## config.mk

```make
export PLATFORM = sky130hd
export DESIGN_NAME = rangefinder_reply_frame_sync_flat
export DESIGN_NICKNAME = d
export VERILOG_FILES = /design/src/design/rrfs_pkg.sv /design/src/design/rrfs_if.sv /design/src/design/rrfs_cfg_regs.sv /design/src/design/rrfs_window.sv /design/src/design/rrfs_match.sv /design/src/design/rrfs_out_reg.sv /design/src/design/rangefinder_reply_frame_sync.sv /design/src/flat_wrapper.sv
export SDC_FILE = /design/constraint.sdc
export NUM_CORES = 1
export LEC_CHECK = 0
export BUFFER_PORTS_ARGS = -buffer_cell sky130_fd_sc_hd__buf_2
export CAP_MARGIN = 10
export CORE_ASPECT_RATIO = 0.8
export CORE_UTILIZATION = 45
export DETAILED_ROUTE_END_ITERATION = 10
export HOLD_SLACK_MARGIN = 0.05
export PLACE_DENSITY_LB_ADDON = 0.15
export RECOVER_POWER = 50
export SYNTH_ARGS = -nofsm -noshare
export SYNTH_HDL_FRONTEND = slang
export SYNTH_SLANG_ARGS = --single-unit
```

## constraint.sdc

```tcl
create_clock -name clk_i -period 5.8 [get_ports clk_i]
set_input_delay 0.87 -clock clk_i [delete_from_list [all_inputs] [get_ports clk_i]]
set_output_delay 0.87 -clock clk_i [all_outputs]
set_load 0.02 [all_outputs]
```

## src/design/rrfs_pkg.sv

```systemverilog
// Shared types and constants for the rangefinder reply frame synchronizer.
`default_nettype none
package rrfs_pkg;

  localparam int unsigned WinDepth = 8;
  localparam int unsigned FillW    = 4;
  localparam int unsigned CfgIdxW  = 3;
  localparam int unsigned CfgDataW = 24;

  localparam logic [7:0] HdrA0    = 8'h55;
  localparam logic [7:0] HdrA1    = 8'hAA;
  localparam logic [7:0] HdrB     = 8'h5C;
  localparam logic [7:0] ByteMask = 8'hFF;

  localparam logic [FillW-1:0] FillFull   = FillW'(WinDepth);
  localparam logic [FillW-1:0] LenShortB  = 4'd4;
  localparam logic [FillW-1:0] LenLongB   = 4'd5;
  localparam logic [2:0]       LenLongCfg = 3'd5;

  typedef enum logic [CfgIdxW-1:0] {
    CfgFamilyB     = 3'd0,
    CfgFrameLenB   = 3'd1,
    CfgExpFunction = 3'd2,
    CfgAnyFunction = 3'd3,
    CfgOorLevel    = 3'd4
  } cfg_idx_e;

  typedef struct packed {
    logic        family_b;
    logic [2:0]  frame_len_b;
    logic [7:0]  expected_function;
    logic        any_function;
    logic [23:0] out_of_range_level;
  } cfg_t;

  typedef struct packed {
    logic [WinDepth-1:0][7:0] bytes;
    logic [FillW-1:0]         fill;
  } win_t;

  typedef struct packed {
    logic [7:0]  function_code;
    logic [7:0]  status_code;
    logic [23:0] raw_distance;
    logic        out_of_range;
  } result_t;

endpackage
`default_nettype wire

```

## src/design/rrfs_if.sv

```systemverilog
// Byte and result channel interfaces with valid/ready handshake.
`default_nettype none
interface rrfs_byte_if;
  logic       valid;
  logic       ready;
  logic [7:0] rx_byte;

  modport source (output valid, output rx_byte, input ready);
  modport sink   (input valid, input rx_byte, output ready);
endinterface

interface rrfs_result_if;
  logic        valid;
  logic        ready;
  logic [7:0]  function_code;
  logic [7:0]  status_code;
  logic [23:0] raw_distance;
  logic        out_of_range;

  modport source (output valid, output function_code, output status_code,
                  output raw_distance, output out_of_range, input ready);
  modport sink   (input valid, input function_code, input status_code,
                  input raw_distance, input out_of_range, output ready);
endinterface
`default_nettype wire

```

## src/design/rrfs_cfg_regs.sv

```systemverilog
// Configuration register file with plain write port.
`default_nettype none
module rrfs_cfg_regs (
  input  wire logic                         clk_i,
  input  wire logic                         rst_ni,
  input  wire logic                         cfg_we_i,
  input  wire logic [rrfs_pkg::CfgIdxW-1:0]  cfg_idx_i,
  input  wire logic [rrfs_pkg::CfgDataW-1:0] cfg_wdata_i,
  output rrfs_pkg::cfg_t                     cfg_o
);
  import rrfs_pkg::*;

  cfg_t cfg_q, cfg_d;

  always_comb begin
    cfg_d = cfg_q;
    if (cfg_we_i) begin
      unique case (cfg_idx_i)
        CfgFamilyB:     cfg_d.family_b           = cfg_wdata_i[0];
        CfgFrameLenB:   cfg_d.frame_len_b        = cfg_wdata_i[2:0];
        CfgExpFunction: cfg_d.expected_function  = cfg_wdata_i[7:0];
        CfgAnyFunction: cfg_d.any_function       = cfg_wdata_i[0];
        CfgOorLevel:    cfg_d.out_of_range_level = cfg_wdata_i[23:0];
        default:        cfg_d = cfg_q;
      endcase
    end
  end

  always_ff @(posedge clk_i or negedge rst_ni) begin
    if (!rst_ni) begin
      cfg_q.family_b           <= 1'b0;
      cfg_q.frame_len_b        <= 3'd4;
      cfg_q.expected_function  <= 8'h00;
      cfg_q.any_function       <= 1'b0;
      cfg_q.out_of_range_level <= 24'h000000;
    end else begin
      cfg_q <= cfg_d;
    end
  end

  assign cfg_o = cfg_q;

endmodule
`default_nettype wire

```

## src/design/rrfs_window.sv

```systemverilog
// Sliding byte window and fill counter, first register stage.
`default_nettype none
module rrfs_window (
  input  wire logic       clk_i,
  input  wire logic       rst_ni,
  input  wire logic       accept_i,
  input  wire logic [7:0] rx_byte_i,
  input  wire logic       advance_i,
  input  wire logic       hit_i,
  output rrfs_pkg::win_t  win_o,
  output logic            pend_o
);
  import rrfs_pkg::*;

  logic [WinDepth-1:0][7:0] bytes_q, bytes_d;
  logic [FillW-1:0]         fill_q, fill_d, fill_base;
  logic                     pend_q, pend_d;
  logic                     consume;

  assign consume   = pend_q && advance_i;
  assign fill_base = (consume && hit_i) ? '0 : fill_q;

  always_comb begin
    bytes_d = bytes_q;
    fill_d  = fill_q;
    pend_d  = pend_q;
    if (consume) begin
      fill_d = fill_base;
      pend_d = 1'b0;
    end
    if (accept_i) begin
      for (int i = 0; i < WinDepth - 1; i++) begin
        bytes_d[i] = bytes_q[i+1];
      end
      bytes_d[WinDepth-1] = rx_byte_i;
      fill_d = (fill_base == FillFull) ? FillFull : fill_base + 1'b1;
      pend_d = 1'b1;
    end
  end

  always_ff @(posedge clk_i or negedge rst_ni) begin
    if (!rst_ni) begin
      bytes_q <= '0;
      fill_q  <= '0;
      pend_q  <= 1'b0;
    end else begin
      bytes_q <= bytes_d;
      fill_q  <= fill_d;
      pend_q  <= pend_d;
    end
  end

  assign win_o.bytes = bytes_q;
  assign win_o.fill  = fill_q;
  assign pend_o      = pend_q;

  a_fill_bound: assert property (@(posedge clk_i) disable iff (!rst_ni)
    fill_q <= FillFull) else $error("fill count above window depth");

  a_accept_fills: assert property (@(posedge clk_i) disable iff (!rst_ni)
    accept_i |=> (fill_q != '0 && pend_q)) else $error("accepted byte not counted");

  a_hit_empties: assert property (@(posedge clk_i) disable iff (!rst_ni)
    (consume && hit_i && !accept_i) |=> (fill_q == '0))
    else $error("window not emptied after frame");

  a_hold_pend: assert property (@(posedge clk_i) disable iff (!rst_ni)
    (pend_q && !advance_i) |=> (pend_q && $stable(bytes_q)))
    else $error("pending window lost while stalled");

endmodule
`default_nettype wire

```

## src/design/rrfs_match.sv

```systemverilog
// Frame checker for both reply formats over the current window.
`default_nettype none
module rrfs_match (
  input  wire rrfs_pkg::cfg_t  cfg_i,
  input  wire rrfs_pkg::win_t  win_i,
  output logic                 hit_o,
  output rrfs_pkg::result_t    result_o
);
  import rrfs_pkg::*;

  logic [7:0]  w0, w1, w2, w3, w4, w5, w6, w7;
  logic [7:0]  sum_a, sum_b, hdr_b;
  logic [23:0] raw_b;
  logic        len5, ok_a, ok_b, func_ok, oor;
  logic [FillW-1:0] len_b;

  assign w0 = win_i.bytes[0];
  assign w1 = win_i.bytes[1];
  assign w2 = win_i.bytes[2];
  assign w3 = win_i.bytes[3];
  assign w4 = win_i.bytes[4];
  assign w5 = win_i.bytes[5];
  assign w6 = win_i.bytes[6];
  assign w7 = win_i.bytes[7];

  assign sum_a   = w0 + w1 + w2 + w3 + w4 + w5 + w6;
  assign func_ok = cfg_i.any_function || (w2 == cfg_i.expected_function);
  assign ok_a    = (win_i.fill >= FillFull) && (w0 == HdrA0) && (w1 == HdrA1)
                   && (sum_a == w7) && func_ok;

  assign len5  = (cfg_i.frame_len_b >= LenLongCfg);
  assign len_b = len5 ? LenLongB : LenShortB;
  assign hdr_b = len5 ? w3 : w4;
  assign sum_b = len5 ? (w4 + w5 + w6) : (w5 + w6);
  assign raw_b = len5 ? {w6, w5, w4} : {8'h00, w6, w5};
  assign ok_b  = (win_i.fill >= len_b) && (hdr_b == HdrB)
                 && ((sum_b ^ ByteMask) == w7);
  assign oor   = (cfg_i.out_of_range_level != '0)
                 && (raw_b >= cfg_i.out_of_range_level);

  always_comb begin
    if (cfg_i.family_b) begin
      hit_o                  = ok_b;
      result_o.function_code = 8'h00;
      result_o.status_code   = 8'h01;
      result_o.raw_distance  = raw_b;
      result_o.out_of_range  = oor;
    end else begin
      hit_o                  = ok_a;
      result_o.function_code = w2;
      result_o.status_code   = w3;
      result_o.raw_distance  = {8'h00, w5, w6};
      result_o.out_of_range  = 1'b0;
    end
  end

endmodule
`default_nettype wire

```

## src/design/rrfs_out_reg.sv

```systemverilog
// Result register stage driving the result channel.
`default_nettype none
module rrfs_out_reg (
  input  wire logic               clk_i,
  input  wire logic               rst_ni,
  input  wire logic               load_i,
  input  wire rrfs_pkg::result_t  result_i,
  input  wire logic               ready_i,
  output logic                    free_o,
  output logic                    valid_o,
  output rrfs_pkg::result_t       result_o
);
  import rrfs_pkg::*;

  logic    valid_q;
  result_t result_q;

  assign free_o = !valid_q || ready_i;

  always_ff @(posedge clk_i or negedge rst_ni) begin
    if (!rst_ni) begin
      valid_q <= 1'b0;
    end else if (free_o) begin
      valid_q <= load_i;
    end
  end

  always_ff @(posedge clk_i) begin
    if (free_o && load_i) begin
      result_q <= result_i;
    end
  end

  assign valid_o  = valid_q;
  assign result_o = result_q;

endmodule
`default_nettype wire

```

## src/design/rangefinder_reply_frame_sync.sv

```systemverilog
// Top level of the rangefinder reply frame synchronizer.
//
// Usage: received serial bytes enter on rx_i, one per transfer. The block
// keeps the eight newest bytes and checks them after each byte against the
// selected reply format (55 AA eight-byte frames, or 5C frames of four or
// five bytes). A valid frame yields one transfer on res_o and empties the
// window; other bytes yield nothing.
// The frame's result passes the window register, then the result register.
// Throughput: one byte per cycle while res_o does not stall, set by the
// single window register stage. Reset clears the window, the fill count,
// the result valid flag and all configuration registers to their defaults.
// When res_o stalls, the finished result holds in the result register and
// one further byte is still taken into the window; rx_i.ready drops only
// once that window waits for a free result register. Configuration is
// written through cfg_we_i/cfg_idx_i/cfg_wdata_i by the user only while
// idle; the block itself does not enforce this.
`default_nettype none
module rangefinder_reply_frame_sync (
  input  wire logic                          clk_i,
  input  wire logic                          rst_ni,
  input  wire logic                          cfg_we_i,
  input  wire logic [rrfs_pkg::CfgIdxW-1:0]  cfg_idx_i,
  input  wire logic [rrfs_pkg::CfgDataW-1:0] cfg_wdata_i,
  rrfs_byte_if.sink                          rx_i,
  rrfs_result_if.source                      res_o
);
  import rrfs_pkg::*;

  cfg_t    cfg;
  win_t    win;
  result_t match_res, out_res;
  logic    pend, hit, free, accept, out_valid;

  assign rx_i.ready = !pend || free;
  assign accept     = rx_i.valid && rx_i.ready;

  rrfs_cfg_regs u_cfg (
    .clk_i       (clk_i),
    .rst_ni      (rst_ni),
    .cfg_we_i    (cfg_we_i),
    .cfg_idx_i   (cfg_idx_i),
    .cfg_wdata_i (cfg_wdata_i),
    .cfg_o       (cfg)
  );

  rrfs_window u_window (
    .clk_i     (clk_i),
    .rst_ni    (rst_ni),
    .accept_i  (accept),
    .rx_byte_i (rx_i.rx_byte),
    .advance_i (free),
    .hit_i     (hit),
    .win_o     (win),
    .pend_o    (pend)
  );

  rrfs_match u_match (
    .cfg_i    (cfg),
    .win_i    (win),
    .hit_o    (hit),
    .result_o (match_res)
  );

  rrfs_out_reg u_out (
    .clk_i    (clk_i),
    .rst_ni   (rst_ni),
    .load_i   (pend && hit),
    .result_i (match_res),
    .ready_i  (res_o.ready),
    .free_o   (free),
    .valid_o  (out_valid),
    .result_o (out_res)
  );

  assign res_o.valid         = out_valid;
  assign res_o.function_code = out_res.function_code;
  assign res_o.status_code   = out_res.status_code;
  assign res_o.raw_distance  = out_res.raw_distance;
  assign res_o.out_of_range  = out_res.out_of_range;

endmodule
`default_nettype wire
```

## src/flat_wrapper.sv

```systemverilog
// flat-port wrapper written by rule: the top's interface ports become plain ports
module rangefinder_reply_frame_sync_flat import rrfs_pkg::*;
  (clk_i, rst_ni, cfg_we_i, cfg_idx_i, cfg_wdata_i, rx_i_valid, rx_i_rx_byte, rx_i_ready, res_o_valid, res_o_function_code, res_o_status_code, res_o_raw_distance, res_o_out_of_range, res_o_ready);
  rrfs_byte_if rx_i_i ();
  rrfs_result_if res_o_i ();
  input  wire logic clk_i;
  input  wire logic rst_ni;
  input  wire logic cfg_we_i;
  input  wire logic [rrfs_pkg::CfgIdxW-1:0] cfg_idx_i;
  input  wire logic [rrfs_pkg::CfgDataW-1:0] cfg_wdata_i;
  input wire logic [$bits(rx_i_i.valid)-1:0] rx_i_valid;
  input wire logic [$bits(rx_i_i.rx_byte)-1:0] rx_i_rx_byte;
  output wire logic [$bits(rx_i_i.ready)-1:0] rx_i_ready;
  output wire logic [$bits(res_o_i.valid)-1:0] res_o_valid;
  output wire logic [$bits(res_o_i.function_code)-1:0] res_o_function_code;
  output wire logic [$bits(res_o_i.status_code)-1:0] res_o_status_code;
  output wire logic [$bits(res_o_i.raw_distance)-1:0] res_o_raw_distance;
  output wire logic [$bits(res_o_i.out_of_range)-1:0] res_o_out_of_range;
  input wire logic [$bits(res_o_i.ready)-1:0] res_o_ready;
  assign rx_i_i.valid = rx_i_valid;
  assign rx_i_i.rx_byte = rx_i_rx_byte;
  assign rx_i_ready = rx_i_i.ready;
  assign res_o_valid = res_o_i.valid;
  assign res_o_function_code = res_o_i.function_code;
  assign res_o_status_code = res_o_i.status_code;
  assign res_o_raw_distance = res_o_i.raw_distance;
  assign res_o_out_of_range = res_o_i.out_of_range;
  assign res_o_i.ready = res_o_ready;
  rangefinder_reply_frame_sync u_core (.clk_i(clk_i), .rst_ni(rst_ni), .cfg_we_i(cfg_we_i), .cfg_idx_i(cfg_idx_i), .cfg_wdata_i(cfg_wdata_i), .rx_i(rx_i_i), .res_o(res_o_i));
endmodule
```

==> Word level (Yosys, flattened, before mapping) <==
Cells that the tools add are included.
{ "word_totals": {"register_bits": 148, "inputBits": 40, "out_inout_bits": 43, "word_cells": 84} }
{ "classes": {"n_addsub": 10, "magnitude_cmp": 4, "eq_ne": 11, "mux": 12, "n_bitwise": 1, "n_reduce_logical": 25} }
{ "op_table": {"columns": ["op", "count"], "rows": [
  ["$add A8 B8 Y8", 9],
  ["$eq A8 B8 Y1", 3],
  ["$ge A24 B24 Y1", 1],
  ["$mux W24", 1],
  ["$reduce_bool A24 Y1", 1],
  ["$mux W17", 1],
  ["$eq A8 B7 Y1 const B", 2],
  ["$mux W4", 4],
  ["$mux W8", 2],
  ["$logic_and A1 B1 Y1", 12],
  ["$reduce_and A2 Y1", 5],
  ["$eq A8 B8 Y1 const B", 1],
  ["$not A8 Y8", 1],
  ["$eq A3 B2 Y1 const B", 2],
  ["$add A4 B1 Y4 const B", 1],
  ["$eq A4 B4 Y1 const B", 1],
  ["$ge A4 B3 Y1", 1],
  ["$ge A4 B4 Y1 const B", 1],
  ["$mux W1", 4],
  ["$eq A3 B1 Y1 const B", 1],
  ["$eq A3 B3 Y1 const B", 1],
  ["$ge A3 B3 Y1 const B", 1],
  ["$logic_not A3 Y1", 1],
  ["$logic_or A1 B1 Y1", 3],
  ["other kinds (2)", 3]
]} }

==> Logic depth before layout (Yosys ltp) <==
Gate-level depths: netlist (run 1).
{ "logic_depth": {"word_depth": 15, "depth_mapped": 22, "mapped_depth_nobuf": 22} }

==> Hierarchy <==
A second synthesis (run 1) with hierarchy kept.
{ "hier_totals": {"cells_unflattened": 736, "hier_area_um2": 8981.1} }
{ "modules_own_cells": {"columns": ["module", "instances", "cells_each", "area_each_um2", "seq_area_each_um2"], "rows": [
  ["rrfs_match", 1, 447, 3499.6, 0.0],
  ["rrfs_window", 1, 158, 2638.8, 1726.7],
  ["rrfs_cfg_regs", 1, 83, 1527.7, 927.1],
  ["rrfs_out_reg", 1, 45, 1285.0, 1256.2],
  ["rangefinder_reply_frame_sync", 1, 3, 30.0, 0.0]
]} }

==> Worst setup path before layout (run 1) <==
OpenSTA, ideal clock, no wires.
{ "synth_timing": {"path_kind": "flip-flop to flip-flop", "from": "register u_core.u_window.bytes_q, in the netlist u_core.u_window.win_o[6]", "to": "register u_core.u_out.result_q, in the netlist u_core.u_out.result_o[0], enable pin", "setup_time_ps": 396, "arrival_ps": 5012, "required_time_ps": 5404, "slack_ps": 392, "stages_incl_launch_ff": 15, "n_path_buf": 0, "period_less_slack_ps": 5408, "path_cell_list": "dfrtp_1 > fa_1 > inv_1 > fa_1 > fa_1 > inv_1 > fa_1 > fa_1 > a21o_1 > a21oi_1 > o21ai_0 > xnor2_1 > a2111oi_1 > a41oi_1 > inv_1"} }
{ "synth_via": {"elab_chain_len": 12, "elab_cells_between_ends": 15, "classes_between": "6 x add/sub; 2 x eq/ne; 1 x mux; 6 x reduce/logical"} }
{ "synth_rtl": {"columns": ["element", "line", "source"], "rows": [
  ["from (decl)", "rrfs_window.sv:15", "logic [WinDepth-1:0][7:0] bytes_q, bytes_d;"],
  ["from (signal assigned)", "rrfs_window.sv:47", "bytes_q <= bytes_d;"],
  ["$add A8 B8 Y8 (6 in a row)", "rrfs_match.sv:26", "assign sum_a = w0 + w1 + w2 + w3 + w4 + w5 + w6;"],
  ["$eq A8 B8 Y1", "rrfs_match.sv:29", "&& (sum_a == w7) && func_ok;"],
  ["$logic_and A1 B1 Y1 * (2 in a row)", "rrfs_match.sv:29", null],
  ["$mux W1 *", "rrfs_match.sv:42", "if (cfg_i.family_b) begin"],
  ["$logic_and A1 B1 Y1 *", "rangefinder_reply_frame_sync.sv:67", ".load_i (pend && hit),"],
  ["$logic_and A1 B1 Y1 *", "rrfs_out_reg.sv:29", "if (free_o && load_i) begin"],
  ["to (signal assigned)", "rrfs_out_reg.sv:30", "result_q <= result_i;"],
  ["to (decl)", "rrfs_out_reg.sv:16", "result_t result_q;"]
]} }
Every way passes the cells marked *; elsewhere a longest branch is shown, timed or not.
A chain may end at the register's enable or synchronous reset.

==> Worst setup path after layout (run 1) <==
{ "layout_timing": {"from": "register u_core.u_window.bytes_q, in the netlist u_core.u_window.win_o[6]", "to": "register u_core.u_window.fill_q[0]"} }
{ "layout_via": {"elab_chain_len": 15, "elab_cells_between_ends": 20, "classes_between": "7 x add/sub; 3 x eq/ne; 5 x mux; 5 x reduce/logical"} }
{ "layout_rtl": {"columns": ["element", "line", "source"], "rows": [
  ["$add A8 B8 Y8 (6 in a row)", "rrfs_match.sv:26", null],
  ["$eq A8 B8 Y1", "rrfs_match.sv:29", null],
  ["$logic_and A1 B1 Y1 * (2 in a row)", "rrfs_match.sv:29", null],
  ["$mux W1 *", "rrfs_match.sv:42", null],
  ["$logic_and A1 B1 Y1 *", "rrfs_window.sv:21", "assign fill_base = (consume && hit_i) ? '0 : fill_q;"],
  ["$mux W4 *", "rrfs_window.sv:21", null],
  ["$add A4 B1 Y4 or $eq A4 B4 Y1 (tied branches)", "rrfs_window.sv:36", "fill_d = (fill_base == FillFull) ? FillFull : fill_base + 1'b1;"],
  ["$mux W4", "rrfs_window.sv:36", null],
  ["$mux W4 *", "rrfs_window.sv:31", "if (accept_i) begin"],
  ["to (signal assigned)", "rrfs_window.sv:48", "fill_q <= fill_d;"],
  ["to (decl)", "rrfs_window.sv:16", "logic [FillW-1:0] fill_q, fill_d, fill_base;"]
]} }
Every way passes the cells marked *; elsewhere a longest branch is shown, timed or not. The select of a mux whose other input is x is not followed.

==> qor.yml, run 1 <==
pwr:
  p_leak_nw: 4.86
  powerDensity_nw_per_um2: 446
  vdd_drop_max_v: 0.000218
worst_hold_path:
  holdPathStages: 2
  holdCritStartpoint: "u_core.u_window.win_o[12]"
  min_to: "u_core.u_window.win_o[4]"
  worstHoldPathType: "flop to flop"
yosys:
  yosysWarnings: 0
  synth_fp_nets: 1059
  async_flop_share: 0.723
  synth_edf_count: 41
  avgSynthCellArea_um2: 9.65
  synth_top_family_by_area: "simple AND/OR/NAND/NOR gates"
  synth_area_um2: 8960
  synth_seq_cells: 148
  yosys.area_share.xor_xnor: 0.0458
  synth_fa_ha_area_frac: 0.160
  synthCells: 929
  synthFlopType: "dfrtp_1"
  synth_cell_types: 63
  yosys.area_share.simple: 0.194
  synth-compound-area-share: 0.0935
  synth_mux_area_frac: 0.0255
  ys_seq_area_frac: 0.436
placement:
  gp_congestion: 0.852
  port_buffers: 82
  placedCellCount: 1255
  dpl.hpwl_mm: 17.6
routing:
  drt-total-wl_mm: 24.4
  drc: 0
  final_antenna_net_count: 0
  dr.first_iter.drc_count: 555
  wl_per_cell_um: 18.9
  drtPass1Iterations: 5
  num_vias: 6891
  routed_via_density: 5.35
cells_and_area:
  drive_gt1_frac: 0.114
  final_core_util: 0.534
  final_cells: 1287
  antenna_cells: 0
  area_delta_synth_final_pct: 14.8
  layout.nets: 1146
timing:
  setup_viol: 0
  finalCritPeriodShare: 0.931
  fmax_mhz: 185
  rsz0062_at_grt: "false"
  worst_clock_skew_ns: 0.0103
  finalCriticalPeriod_ns: 5.40
  timing.final.hold_violations: 0
  tightest_slew_ns: 3.78
  drv_slew: 207
  tns_ns: 0
  slew_headroom: -1.52
  hold_ws_ns: 0.521
grt:
  grtUsageTotal: 0.257
  grt_pass1_wl_mm: 39.3
  antenna_found_initial: 0
  grt_pass1_vias: 6716
  grt_max_degree: 68
  globalRoute.totalOverflow: 0
run_status:
  violations: "capacitance limit, slew limit"
  outcome: "finished with violations"
worst_setup_path:
  ff2ff_path_depth: 19
  critical_path_required_ns: 6.03
  crit_type: "flop to flop"
  r2r_start: "u_core.u_window.win_o[6]"
  worstPathMaxFanout: 5
  worstSetupEndpointType: "flop"
  start_kind: "flop"
  rr_endpoint: "u_core.u_window.fill_q[0]"
  crit_arrival_ns: 5.63
  ff2ff_setup_slack_ns: 0.40
floorplanning:
  die_area_um2: 20500
  rows: 45
  die_y_um: 128
  start_util: 0.465
  io_pins: 83
  core_area_um2: 19300
  die_w_um: 160
clocking:
  cts_buffers: 17
  cts_tree: "built"
  clk_pin_slew_ns: 0.06
  cts.path.max_buffers: 2
  cts_resized: 0
  post_cts_buffers: 0
  clk_latency_ns: 0.43
  h-tree-depth: 4
  cts.sink_count: 148
  hold_buffers: 0
  cts-root-buf: "clkbuf_16"
flow_run:
  maxCapViolCount: 4
## final cells by class
| cell class | instances | area [µm²] |
|---|---|---|
| clock buffers | 23 | 500 |
| clock inverters | 9 | 116 |
| fillers | 1789 | 8970 |
| inverters | 69 | 259 |
| multi-input cells | 677 | 4660 |
| flip-flops and latches | 148 | 3910 |
| well taps | 258 | 323 |
| repair buffers | 103 | 522 |
## logic make-up (layout without fill, tap and decap cells)
logic type	count (synthesis)	count (layout)
fa+ha+maj	90	90
simple gates	394	394
flops	148	148
mux	21	21
buf+inv	104	204
xor+xnor	42	42
compound gates	130	130
## worst max-delay path, stage by stage (launching register included)
cell and delay (ns):
dfrtp_1 0.41, fa_1 0.55, inv_1 0.06, fa_1 0.51, fa_1 0.55, inv_1 0.05
fa_1 0.51, fa_1 0.47, a21o_1 0.17, a21oi_1 0.21, o21ai_0 0.15, xnor2_1 0.17
a2111oi_1 0.41, a41oi_1 0.20, nand2_2 0.20, ha_1 0.15, nand2_1 0.07, o21ai_0 0.16
a21o_1 0.14, o21ai_2 0.05
## registers in the layout, summed over array words and instances (netlist names)
name	cells
u_core.u_window.fill_q	4
u_core.u_window.win_o	64
u_core.u_out.valid_o	1
u_core.u_out.result_o	41
u_core.u_cfg.cfg_o	37
u_core.u_window.pend_o	1
## cells in the mapped netlist (5+ instances only)
cell / n / share of area
mux2_2: 15 / 0.019
a21o_1: 14 / 0.012
xnor2_1: 24 / 0.023
nor3_1: 9 / 0.0050
nor2_1: 31 / 0.013
dfrtp_1: 106 / 0.30
nor4_1: 13 / 0.0091
mux2i_1: 6 / 0.0067
and3_1: 9 / 0.0063
nand2_1: 263 / 0.11
xor2_1: 15 / 0.015
inv_1: 68 / 0.028
o21ai_0: 42 / 0.023
edfxtp_1: 41 / 0.14
clkbuf_1: 30 / 0.013
fa_1: 41 / 0.092
nand3_1: 14 / 0.0078
a31oi_1: 15 / 0.010
a211oi_1: 7 / 0.0059
nor4bb_1: 6 / 0.0067
ha_1: 49 / 0.068
a21oi_1: 18 / 0.010
nand2b_1: 5 / 0.0035
nor2b_1: 21 / 0.015
and2_1: 7 / 0.0049
## layer usage
layer / part of all wire / GRT usage / vias to the layer above
met4: 0.016 / 0.0784 / 0
met2: 0.42 / 0.362 / 207
met5: 0 / 0 / -
met1: 0.50 / 0.398 / 3360
li1: - / - / 3296
met3: 0.058 / 0.0443 / 28
## through the flow
stage | worst slack (ns) | power [mW] | area (µm²)
finish | 0.399 | 4.59 | 10300
global placement | 0.563 | 3.38 | 9740
detailed placement | 0.468 | 3.42 | 9740
global route | 0.0694 | 4.94 | 10300
CTS | 0.431 | 4.59 | 10400
floorplan | 0.392 | 2.88 | 8960
## power by group
group	internal [mW]	total, mW	leakage [nW]	switching [mW]
Clock	0.701	1.16	0.298	0.457
Combinational	0.891	2.04	2.84	1.15
Sequential	1.21	1.39	1.73	0.175
## how the worst max path moves through the flow
stage | start | cells after the start | to
after global placement | u_core.u_window.win_o[6] | 19 | u_core.u_window.fill_q[0]
after global routing | u_core.u_window.win_o[38] | 19 | u_core.u_window.fill_q[0]
final | u_core.u_window.win_o[6] | 19 | u_core.u_window.fill_q[0]
after floorplan | u_core.u_window.win_o[6] | 14 | u_core.u_out.result_o[0]
after detailed placement | u_core.u_window.win_o[38] | 19 | u_core.u_window.fill_q[0]
after CTS | u_core.u_window.win_o[6] | 19 | u_core.u_window.fill_q[0]
## cells in the final DEF, fill, tap and decap left out, types with 7 or more instances in the layout
cell type / netlist / routed
a21o_1: 14 / 14
ha_1: 49 / 49
a31oi_1: 15 / 15
and3_1: 9 / 9
buf_4: 0 / 17
o21ai_0: 42 / 42
buf_2: 2 / 43
nand2_1: 263 / 262
nor2_1: 31 / 31
clkbuf_16: 0 / 19
a211oi_1: 7 / 7
xnor2_1: 24 / 24
fa_1: 41 / 41
mux2_2: 15 / 15
inv_1: 68 / 67
dfrtp_1: 106 / 106
nor2b_1: 21 / 21
edfxtp_1: 41 / 41
a21oi_1: 18 / 18
nor4_1: 13 / 13
clkbuf_1: 30 / 44
nor3_1: 9 / 9
nand3_1: 14 / 14
xor2_1: 15 / 15
Note: power is estimated with default switching activity, not from simulation.
==> run 2, diff against run 1 <==
Clock period 5.8 ns to 5.3 ns, I/O delays scaled along.
==> qor.yml, run 2 (synthesis gave the netlist of run 1 again) <==
worst_setup_path:
  crit_arrival_ns: 5.37
  ff2ff_path_depth: 18
  cpMaxStageDelayCell: "fa_1"
  cp_common_cell: "fa_1"
  start_kind: "flop"
  crit_type: "flop to flop"
  crit_chain: "fa_1, inv_1, fa_1, fa_1, inv_1, fa_1, ha_4, xor2_2, nand3_1, or3b_2, a2111oi_4, a41oi_4, nand2_2, inv_1, ha_1, nand2_1, a21oi_1, a31o_1"
  r2r_start: "u_core.u_window.win_o[16]"
  critical_path_required_ns: 5.62
  ff2ff_setup_slack_ns: 0.25
  worstPathMaxFanout: 5
  worstSetupEndpointType: "flop"
  max_stage_delay_ns: 0.56
  rr_endpoint: "u_core.u_window.fill_q[2]"
clocking:
  cts.path.max_buffers: 2
  post_cts_buffers: 0
  cts.sink_count: 148
  clk_latency_ns: 0.43
  h-tree-depth: 4
  cts_tree: "built"
  cts-root-buf: "clkbuf_16"
  cts_buffers: 17
  clk_pin_slew_ns: 0.07
grt:
  grt_pass1_wl_mm: 38.3
  grt_pass1_vias: 6826
  grt_max_degree: 74
  grtUsageTotal: 0.249
  antenna_found_initial: 0
  globalRoute.totalOverflow: 0
floorplanning:
  io_pins: 83
  die_area_um2: 20500
  die_w_um: 160
  core_area_um2: 19300
  rows: 45
  start_util: 0.465
  die_y_um: 128
timing:
  worst_clock_skew_ns: 0.0120
  drv_slew: 142
  tns_ns: 0
  timing.final.hold_violations: 0
  finalCritPeriodShare: 0.953
  tightest_slew_ns: 2.43
  finalCriticalPeriod_ns: 5.05
  slew_headroom: -0.620
  setup_viol: 0
  fmax_mhz: 198
routing:
  drtPass1Iterations: 5
  final_antenna_net_count: 0
  routed_via_density: 5.37
  dr.first_iter.drc_count: 428
  drt-total-wl_mm: 24.0
  num_vias: 7003
  wl_per_cell_um: 18.4
  drc: 0
cells_and_area:
  layout_commonest_cell: "nand2_1"
  antenna_cells: 0
  largest_reg_flops: 64
  area.sequential_um2: 3910
  fill_cells: 1787
  area_delta_synth_final_pct: 17.1
  drive_gt1_frac: 0.149
  layout_common_cells: "nand2_1, dfrtp_1, inv_1"
  final_cells: 1304
  layout.nets: 1163
  multi_input_area_um2: 4740
flow_run:
  maxCapViolCount: 3
placement:
  gp_congestion: 0.843
  port_buffers: 82
  dpl.hpwl_mm: 17.6
  placedCellCount: 1272
pwr:
  powerDensity_nw_per_um2: 494
  p_leak_nw: 4.96
  vdd_drop_max_v: 0.000373
  finalPower_mw: 5.19
run_status:
  outcome: "finished with violations"
  violations: "capacitance limit, slew limit"
worst_hold_path:
  holdCritStartpoint: "u_core.u_window.win_o[12]"
  holdPathStages: 2
  worstHoldPathType: "flop to flop"
  min_to: "u_core.u_window.win_o[4]"
## run 2: changes by cell type in the layout (fill, tap and decap cells not counted), sizes merged
| cell | previous run | this run |
|---|---|---|
| buf | 61 | 86 |
| inv | 68 | 74 |
| clkinvlp | 1 | 2 |
| clkinv | 7 | 5 |
| bufinv | 2 | 0 |
| clkbuf | 65 | 54 |
## run 2: what timing repair did
| action | 4_1_cts | 5_1_grt |
|---|---|---|
| pin swaps | 0 | 2 |
| endpoints found under the setup margin | 3 | 44 |
| hold buffers | 0 | 0 |
| gates resized for setup | 1 | 12 |
| gates cloned | 0 | 0 |
## run 2: how the worst max path moves through the flow
stage                                    from                        end  depth (start not counted)
CTS                  u_core.u_window.win_o[6]  u_core.u_window.fill_q[0]                         19
detailed placement   u_core.u_window.win_o[6]  u_core.u_window.fill_q[0]                         19
floorplan            u_core.u_window.win_o[6]   u_core.u_out.result_o[0]                         14
finish              u_core.u_window.win_o[16]  u_core.u_window.fill_q[2]                         18
global placement     u_core.u_window.win_o[6]  u_core.u_window.fill_q[0]                         19
global route         u_core.u_window.win_o[6]  u_core.u_window.fill_q[2]                         19
## run 2: layer usage
layer / GRT usage / wire length, µm / share of wire / vias up
met5: 0 / 0 / 0 / -
met4: 0.0812 / 535 / 0.022 / 0
met3: 0.0531 / 1540 / 0.064 / 35
met2: 0.354 / 10200 / 0.42 / 202
met1: 0.376 / 11800 / 0.49 / 3423
li1: - / - / - / 3343
## run 2: area by class of cell
type / count / share of cell area
repair buffers: 120 / 0.0641
well taps: 258 / 0.0308
clock inverters: 12 / 0.0104
clock buffers: 20 / 0.0455
flip-flops and latches: 148 / 0.373
inverters: 69 / 0.0250
multi-input cells: 677 / 0.452
## run 2: power breakdown
part	internal [mW]	leakage, nW	switching [mW]
logic	1.13	2.95	1.38
clock network	0.668	0.289	0.529
registers	1.33	1.73	0.158
## run 2: critical path: cells and delay by family, from the launching register on
family,cells,cell delay (ns)
AOI/OAI and AO/OA,4,0.78
xor gates and xnor gates,1,0.17
adders and majority gates,6,2.58
buffers and inverters,3,0.17
DFF,1,0.44
and+or+nand+nor,4,0.81
## run 2: metrics by stage
stage | instance area [µm²] | util | worst slack [ns] | hold slack [ns]
finish | 10500 | 0.545 | 0.248 | 0.522
global route | 10500 | 0.545 | -0.00325 | 0.545
CTS | 10500 | 0.544 | 0.0159 | 0.530
detailed placement | 9890 | 0.514 | -0.0231 | 0.515
global placement | 9890 | 0.514 | 0.0640 | 0.503
floorplan | 8970 | - | 0.192 | 0.472
==> run 3, diff against run 2 <==
Settings changed: CORE_UTILIZATION 45 to 55.
==> qor.yml, run 3 (synthesis gave the netlist of run 1 again) <==
worst_setup_path:
  cpMaxStageDelayCell: "fa_1"
  max_stage_delay_ns: 0.59
  critPathBufInv: 2
  worstSetupEndpointType: "flop"
  critical_path_required_ns: 5.62
  cp_common_cell: "fa_1"
  crit_chain: "fa_1, inv_1, fa_1, fa_1, inv_1, fa_2, fa_1, xnor2_1, nand3_1, nor4_2, nand3_1, a2111oi_4, a41oi_4, nand2_2, ha_1, nand2_1, o21ai_0, a21o_1, o21ai_2"
  worstPathMaxFanout: 5
  start_kind: "flop"
  crit_type: "flop to flop"
  cp_top_family: "adder cells"
  crit_arrival_ns: 5.43
routing:
  dr.first_iter.drc_count: 540
  drt-total-wl_mm: 22.9
  routed_via_density: 5.53
  final_antenna_net_count: 0
  drc: 0
  drtPass1Iterations: 5
  wl_per_cell_um: 18.2
  num_vias: 6932
grt:
  antenna_found_initial: 0
  grtUsageTotal: 0.302
  grt_pass1_wl_mm: 36.9
  grt_pass1_vias: 6668
  globalRoute.totalOverflow: 0
  grt_max_degree: 77
timing:
  tightest_slew_ns: 2.58
  fmax_mhz: 196
  timing.final.hold_violations: 0
  finalCriticalPeriod_ns: 5.11
  finalCritPeriodShare: 0.964
  drv_slew: 145
  hold_ws_ns: 0.516
  tns_ns: 0
  setup_viol: 0
  layout_setup_ws_ns: 0.189
  slew_headroom: -0.719
  worst_clock_skew_ns: 0.0110
clocking:
  cts-root-buf: "clkbuf_16"
  cts.path.max_buffers: 2
  hold_buffers: 0
  h-tree-depth: 4
  cts.sink_count: 148
  cts_tree: "built"
  cts_buffers: 17
  clk_pin_slew_ns: 0.07
  clk_latency_ns: 0.43
run_status:
  violations: "capacitance limit, slew limit"
  outcome: "finished with violations"
floorplanning:
  start_util: 0.565
  die_area_um2: 16800
  die_w_um: 145
  rows: 41
  die_y_um: 116
  core_area_um2: 15900
  io_pins: 83
worst_hold_path:
  worstHoldPathType: "input pin to async pin"
cells_and_area:
  layout.nets: 1156
  final_cells: 1254
  area.sequential_um2: 3910
  area_delta_synth_final_pct: 16.0
  antenna_cells: 0
  multi_input_area_um2: 4710
  layout_commonest_cell: "nand2_1"
  layout_common_cells: "nand2_1, dfrtp_1, inv_1"
  largest_reg_flops: 64
  final_core_util: 0.656
  drive_gt1_frac: 0.146
  postLayoutCellArea_um2: 10400
  fill_cells: 1285
placement:
  placedCellCount: 1221
  port_buffers: 82
  placed_area_um2: 9760
  gp_congestion: 0.876
  dpl.hpwl_mm: 16.4
  place_ws_ns: 0.0252
pwr:
  finalPower_mw: 5.16
  p_leak_nw: 4.96
  vdd_drop_max_v: 0.000316
  powerDensity_nw_per_um2: 496
flow_run:
  maxCapViolCount: 3
## run 3: cell count changes in the layout (fill, tap and decap cells not counted), sizes merged
cell	previous run	this run
buf	86	85
bufinv	0	2
clkbuf	54	48
inv	74	72
## run 3: what timing repair did
item,4_1_cts,5_1_grt
pin swaps,0,5
endpoints found under the setup margin,8,44
gates resized for setup,1,8
buffers inserted,0,1
## run 3: final cells by class
cell class                      count  area share
Clock buffer                       20      0.0470
Sequential cell                   148       0.376
Timing Repair Buffer              113      0.0594
Tap cell                          215      0.0259
Multi-Input combinational cell    677       0.453
Inverter                           69      0.0253
Clock inverter                     12      0.0132
## run 3: path summary, 6_finish.rpt
path                                            from                        end  slack [ns]  depth (start not counted)
setup / recovery           u_core.u_window.win_o[14]  u_core.u_window.fill_q[0]        0.19                         19
hold / removal                                rst_ni     u_core.u_cfg.cfg_o[18]        0.52                          1
setup reg to reg           u_core.u_window.win_o[14]  u_core.u_window.fill_q[0]        0.19                         19
hold reg to reg            u_core.u_window.win_o[12]   u_core.u_window.win_o[4]        0.52                          2
max in group asynchronous                     rst_ni  u_core.u_window.win_o[29]        3.67                          2
min in group clk_i         u_core.u_window.win_o[12]   u_core.u_window.win_o[4]        0.52                          2
## run 3: routing by layer
layer	GRT usage	routed length, µm
met1	0.437	10500
met2	0.445	9990
met3	0.0787	1910
met4	0.0947	422
met5	0	0
## run 3: power breakdown
part / internal (mW) / total (mW) / switching, mW
registers: 1.33 / 1.49 / 0.166
logic: 1.02 / 2.39 / 1.37
clock network: 0.768 / 1.27 / 0.505
